## src/rtl/afht_pkg.sv

```systemverilog
// Package for the address flag hash table: widths, hash constants, action codes
// and the state encoding of the top level; the hash unit imports it as well.
// No dependencies.
package afht_pkg;

    localparam int TABLE_DEPTH = 1024;
    localparam int IDX_W       = $clog2(TABLE_DEPTH);
    localparam int CNT_W       = IDX_W + 1;

    localparam logic [63:0] FNV_OFFSET = 64'd1469598103934665603;
    localparam logic [63:0] FNV_PRIME  = 64'd1099511628211;
    localparam logic [63:0] MIX_MULT   = 64'hd6e8feb86659fd93;
    localparam logic [3:0]  MAX_LOG2   = 4'd15;
    localparam logic [3:0]  MIN_LOG2   = 4'd4;
    localparam logic [3:0]  RESET_LOG2 = 4'd10;

    typedef enum logic [1:0] {
        ACT_CLEAR  = 2'd0,
        ACT_LOOKUP = 2'd1,
        ACT_COMMIT = 2'd2,
        ACT_NONE   = 2'd3
    } t_action;

    typedef enum logic [7:0] {
        S_IDLE  = 8'b0000_0001,
        S_HASH  = 8'b0000_0010,
        S_READ  = 8'b0000_0100,
        S_CMP   = 8'b0000_1000,
        S_WRITE = 8'b0001_0000,
        S_SWEEP = 8'b0010_0000,
        S_OUT   = 8'b0100_0000,
        S_WAIT  = 8'b1000_0000
    } t_state;

    // Handshake between the sequencer and the hash unit.
    typedef struct packed {
        logic start;
    } t_hash_req;

    typedef struct packed {
        logic        done;
        logic [63:0] hash;
    } t_hash_rsp;

endpackage

```

## src/rtl/afht_hash.sv

```systemverilog
// Iterative FNV-1a style 64-bit hash (FNV prime, non-standard offset basis) with finaliser over the 160-bit address.
// Each byte fold is an xor, then a 64x64 low multiply built from three
// passes through one shared 32x32 multiplier. Depends on afht_pkg.
module afht_hash (
    input  logic                i_clk,
    input  logic                i_rst_n,
    input  afht_pkg::t_hash_req i_req,
    input  logic [159:0]        i_key,
    output afht_pkg::t_hash_rsp o_rsp
);
    import afht_pkg::*;

    // Phase: 0 xor, 1 low by low, 2 low by high, 3 high by low. The last pass of the
    // finaliser also applies the closing xor-shift.
    logic         r_busy, n_busy;
    logic [4:0]   r_byte, n_byte;
    logic [1:0]   r_ph, n_ph;
    logic [1:0]   r_fin, n_fin;
    logic [63:0]  r_h, n_h;
    logic [63:0]  r_acc, n_acc;
    logic [63:0]  r_mul, n_mul;
    logic         r_done, n_done;
    logic [7:0]   w_byte;
    logic [63:0]  w_pp;
    logic [31:0]  w_a;
    logic [31:0]  w_b;
    logic [63:0]  w_sum;

    // Byte picked most significant first.
    assign w_byte = i_key[8'(159 - 8 * r_byte) -: 8];

    // Shared 32x32 multiplier; the operand halves depend on the pass.
    always_comb begin
        case (r_ph)
            2'd2: begin
                w_a = r_h[31:0];
                w_b = r_mul[63:32];
            end
            2'd3: begin
                w_a = r_h[63:32];
                w_b = r_mul[31:0];
            end
            default: begin
                w_a = r_h[31:0];
                w_b = r_mul[31:0];
            end
        endcase
    end

    assign w_pp  = {32'd0, w_a} * {32'd0, w_b};
    assign w_sum = r_acc + {w_pp[31:0], 32'd0};

    always_comb begin
        n_busy = r_busy;
        n_byte = r_byte;
        n_ph   = r_ph;
        n_fin  = r_fin;
        n_h    = r_h;
        n_acc  = r_acc;
        n_mul  = r_mul;
        n_done = 1'b0;
        if (!r_busy) begin
            if (i_req.start) begin
                n_busy = 1'b1;
                n_byte = 5'd0;
                n_ph   = 2'd0;
                n_fin  = 2'd0;
                n_h    = FNV_OFFSET;
            end
        end else begin
            case (r_ph)
                2'd0: begin
                    if (r_fin == 2'd0) begin
                        n_h   = r_h ^ {56'd0, w_byte};
                        n_mul = FNV_PRIME;
                    end else begin
                        n_h   = r_h ^ {32'd0, r_h[63:32]};
                        n_mul = MIX_MULT;
                    end
                    n_ph = 2'd1;
                end
                2'd1: begin
                    n_acc = w_pp;
                    n_ph  = 2'd2;
                end
                2'd2: begin
                    n_acc = w_sum;
                    n_ph  = 2'd3;
                end
                default: begin
                    n_ph = 2'd0;
                    if (r_fin == 2'd0) begin
                        n_h = w_sum;
                        if (r_byte == 5'd19) begin
                            n_fin = 2'd1;
                        end else begin
                            n_byte = r_byte + 5'd1;
                        end
                    end else begin
                        n_h    = w_sum ^ {32'd0, w_sum[63:32]};
                        n_busy = 1'b0;
                        n_done = 1'b1;
                    end
                end
            endcase
        end
    end

    always_ff @(posedge i_clk) begin
        if (!i_rst_n) begin
            r_busy <= 1'b0;
            r_done <= 1'b0;
        end else begin
            r_busy <= n_busy;
            r_done <= n_done;
        end
        r_byte <= n_byte;
        r_ph   <= n_ph;
        r_fin  <= n_fin;
        r_h    <= n_h;
        r_acc  <= n_acc;
        r_mul  <= n_mul;
    end

    assign o_rsp.done = r_done;
    assign o_rsp.hash = r_h;

endmodule

```

## config.mk

```make
export PLATFORM = sky130hd
export DESIGN_NAME = afht_hash
export DESIGN_NICKNAME = d
export VERILOG_FILES = /design/src/rtl/afht_pkg.sv /design/src/rtl/afht_hash.sv
export SDC_FILE = /design/constraint.sdc
export NUM_CORES = 2
export LEC_CHECK = 0
export ABC_AREA = 1
export CORE_MARGIN = 5
export CORE_UTILIZATION = 30
export CTS_CLUSTER_DIAMETER = 80
export DETAILED_ROUTE_END_ITERATION = 6
export DONT_BUFFER_PORTS = 1
export GPL_TIMING_DRIVEN = 1
export PLACE_DENSITY = 0.46
export SYNTH_ARGS = -nofsm -noshare
export SYNTH_HDL_FRONTEND = slang
export SYNTH_SLANG_ARGS = --single-unit
```

## constraint.sdc

```tcl
create_clock -name i_clk -period 12.4 [get_ports i_clk]
set_clock_uncertainty 0.1 [all_clocks]
set_input_delay 2.48 -clock i_clk [delete_from_list [all_inputs] [get_ports i_clk]]
set_output_delay 2.48 -clock i_clk [all_outputs]
set_load 0.01 [all_outputs]
```

==> results.toml <==
[outcome]
status = "finished, violations left"
violations = "design-rule violations"

[min_path]
min_path_cells = 2
min_to = "r_byte[3]"
min_from = "r_byte[3]"
hp-class = "flop to flop"

[worst_setup_path]
required_ns = 12.49
r2r-end = "r_h[27]"
cpMostUsedCell = "fa_1"
critPathMaxFanout = 34
slowest_delay_ns = 0.63
worstSetupPathType = "flop to flop"
r2r_slack_ns = 1.07
rr_startpoint = "r_ph[1]"
startpoint = "r_ph[1]"
reg2regPathDepth = 32
slowest_stage = "ha_2"
cp-end-kind = "flop"
crit_arrival_ns = 11.42
setup.worst_path.start_class = "flop"

[floorplan]
die-area_um2 = 133000
ios = 228
dieHeight_um = 365
core_um2 = 125000
row_count = 130
floorplan.die.width_um = 365
start_util = 0.301

[logic_synthesis]
synth.cell_area_um2 = 37700
syn_avg_cell_area_um2 = 8.38
synth_fp_nets = 5789
synth_edf_count = 138
ys.flop_type = "edfxtp_1"
ys_async_sr_fraction = 0
synth-seq-cells = 140
synth_seq_area_share = 0.111
yosysUniqueCellTypes = 55
syn_inst = 4503
yosys_warnings = 0

[timing]
setup_viol = 0
final.period_utilization = 0.914
final_max_slew_viol_count = 0
hold_viol_final = 0
grt_setup_unrepaired = "no"
tightest_slew_ns = 1.26
period_needed_ns = 11.33
fmax_mhz = 88.2
finalSetupTns_ns = 0
slew_headroom = 0.153

[drt]
first_pass_iters = 7
via_count = 29900
wire_per_inst_um = 23.1
routed_wl_um = 142000
ant_nets = 0
via_per_inst = 4.86
drcViolationCount = 1
drt-initial-drc-count = 2141

[final_layout]
final_common_cell = "inv_1"
drive_gt1_frac = 0.0544
insertedDiodeCount = 0
syn2layout_area_growth_pct = 7.20
final_cell_mix = "inv_1, fa_1, nand2_1"
nets = 5775

[clock_network]
cts_hold_buf = 0
h-tree-depth = 4
cts_resized = 0
cts_made_buffers = 17
clock-sinks = 140
max-clock-path-buffers = 2
cts_tree = "yes"
post-cts-setup-buffers = 0
cts_root_buffer = "clkbuf_16"
worstSkewPairLatency_ns = 0.45
clkTransAtPathRegs_ns = 0.07

[global_routing]
antenna_found_initial = 4
gr-total-overflow = 0
grt_pass1_vias = 30500
grt_first_pass_wirelength_um = 208000
track_usage = 0.213
grt_start_max_net_pins = 85

[place]
place_congestion = 0.947
dpl.hpwl_um = 125000
io_buffers = 0

[flow_run]
maxCapViolations = 0
==> metal layers <==
layer  up-vias  share of wire  track usage
met4         0          0.036       0.0660
met5         -              0            0
li1      13900              -            -
met2       810           0.47        0.350
met3       138          0.043       0.0211
met1     15100           0.46        0.297
==> state kept, by name, summed over array words and instances (netlist names) <==
signal	cells
r_ph	2
r_busy	1
r_acc	64
r_done	1
r_byte	5
r_fin	1
r_h	64
r_mul	2
==> through the flow <==
step | worst slack [ns] | cell area (um2) | instances | hold WS, ns | util
final | 1.07 | 40400 | 6152 | 0.548 | 0.323
after CTS | 0.980 | 40400 | 6152 | 0.553 | 0.323
after global placement | 0.859 | 39900 | 6120 | 0.522 | 0.318
after global routing | 0.434 | 40400 | 6152 | 0.587 | 0.323
after detailed placement | 1.04 | 39900 | 6120 | 0.536 | 0.318
after floorplan | 3.30 | 37700 | 4503 | 0.306 | -
==> layout make-up <==
class / instances / area (um2)
timing repair buffer: 62 / 465
clock buffer: 22 / 464
sequential: 140 / 4180
clock inverter: 10 / 116
inverter: 1131 / 4250
multi-input combinational: 3137 / 28900
tap: 1650 / 2060
fill: 13500 / 84800
==> critical path, delay by kind of cell, from the launching register on <==
kind / cells / cell delay, ns
buffers and inverters: 4 / 1.16
AOI/OAI and AO/OA: 10 / 2.24
adders and majority gates: 11 / 5.40
and+or+nand+nor: 5 / 1.08
DFF: 1 / 0.41
xor gates and xnor gates: 2 / 0.63
==> how the worst max path moves through the flow <==
stage | to | depth (start not counted)
finish | r_h[27] | 32
global route | r_h[27] | 32
CTS | r_h[27] | 31
detailed placement | r_h[23] | 34
global placement | r_h[23] | 34
floorplan | r_h[31] | 35
==> cells by family (layout without fill, tap and decap cells) <==
kind of cell | count (synthesis) | in the layout | synth area share
buf+inv | 1226 | 1225 | 0.124
flops | 140 | 140 | 0.111
simple gates | 1306 | 1306 | 0.144
fa+ha+maj | 1123 | 1123 | 0.504
xor+xnor | 90 | 90 | 0.0225
compound gates | 618 | 618 | 0.0949
==> synthesized netlist by cell type, types with 13 or more instances <==
cell type  count  area share
a21o_1        13      0.0026
a21oi_1      174       0.023
a31oi_1       18      0.0030
buf_2         27      0.0036
clkbuf_1      54      0.0054
edfxtp_1     138        0.11
fa_1         662        0.35
ha_1         461        0.15
inv_1       1092        0.11
inv_2         37      0.0037
nand2_1      583       0.058
nand2_2       21      0.0035
nand3_1      148       0.020
nor2_1       472       0.047
o211ai_1      18      0.0036
o21ai_0      212       0.028
o21ai_1       49      0.0065
o21ai_2       16      0.0037
o21bai_1      25      0.0050
o22ai_1       42      0.0070
or2_1         15      0.0025
or2_2         14      0.0023
xnor2_1       24      0.0056
xor2_1        58       0.013
Power is left out: the tool's default activity adds up to more than one toggle a clock period on the data nets, which glitch-free logic cannot reach.
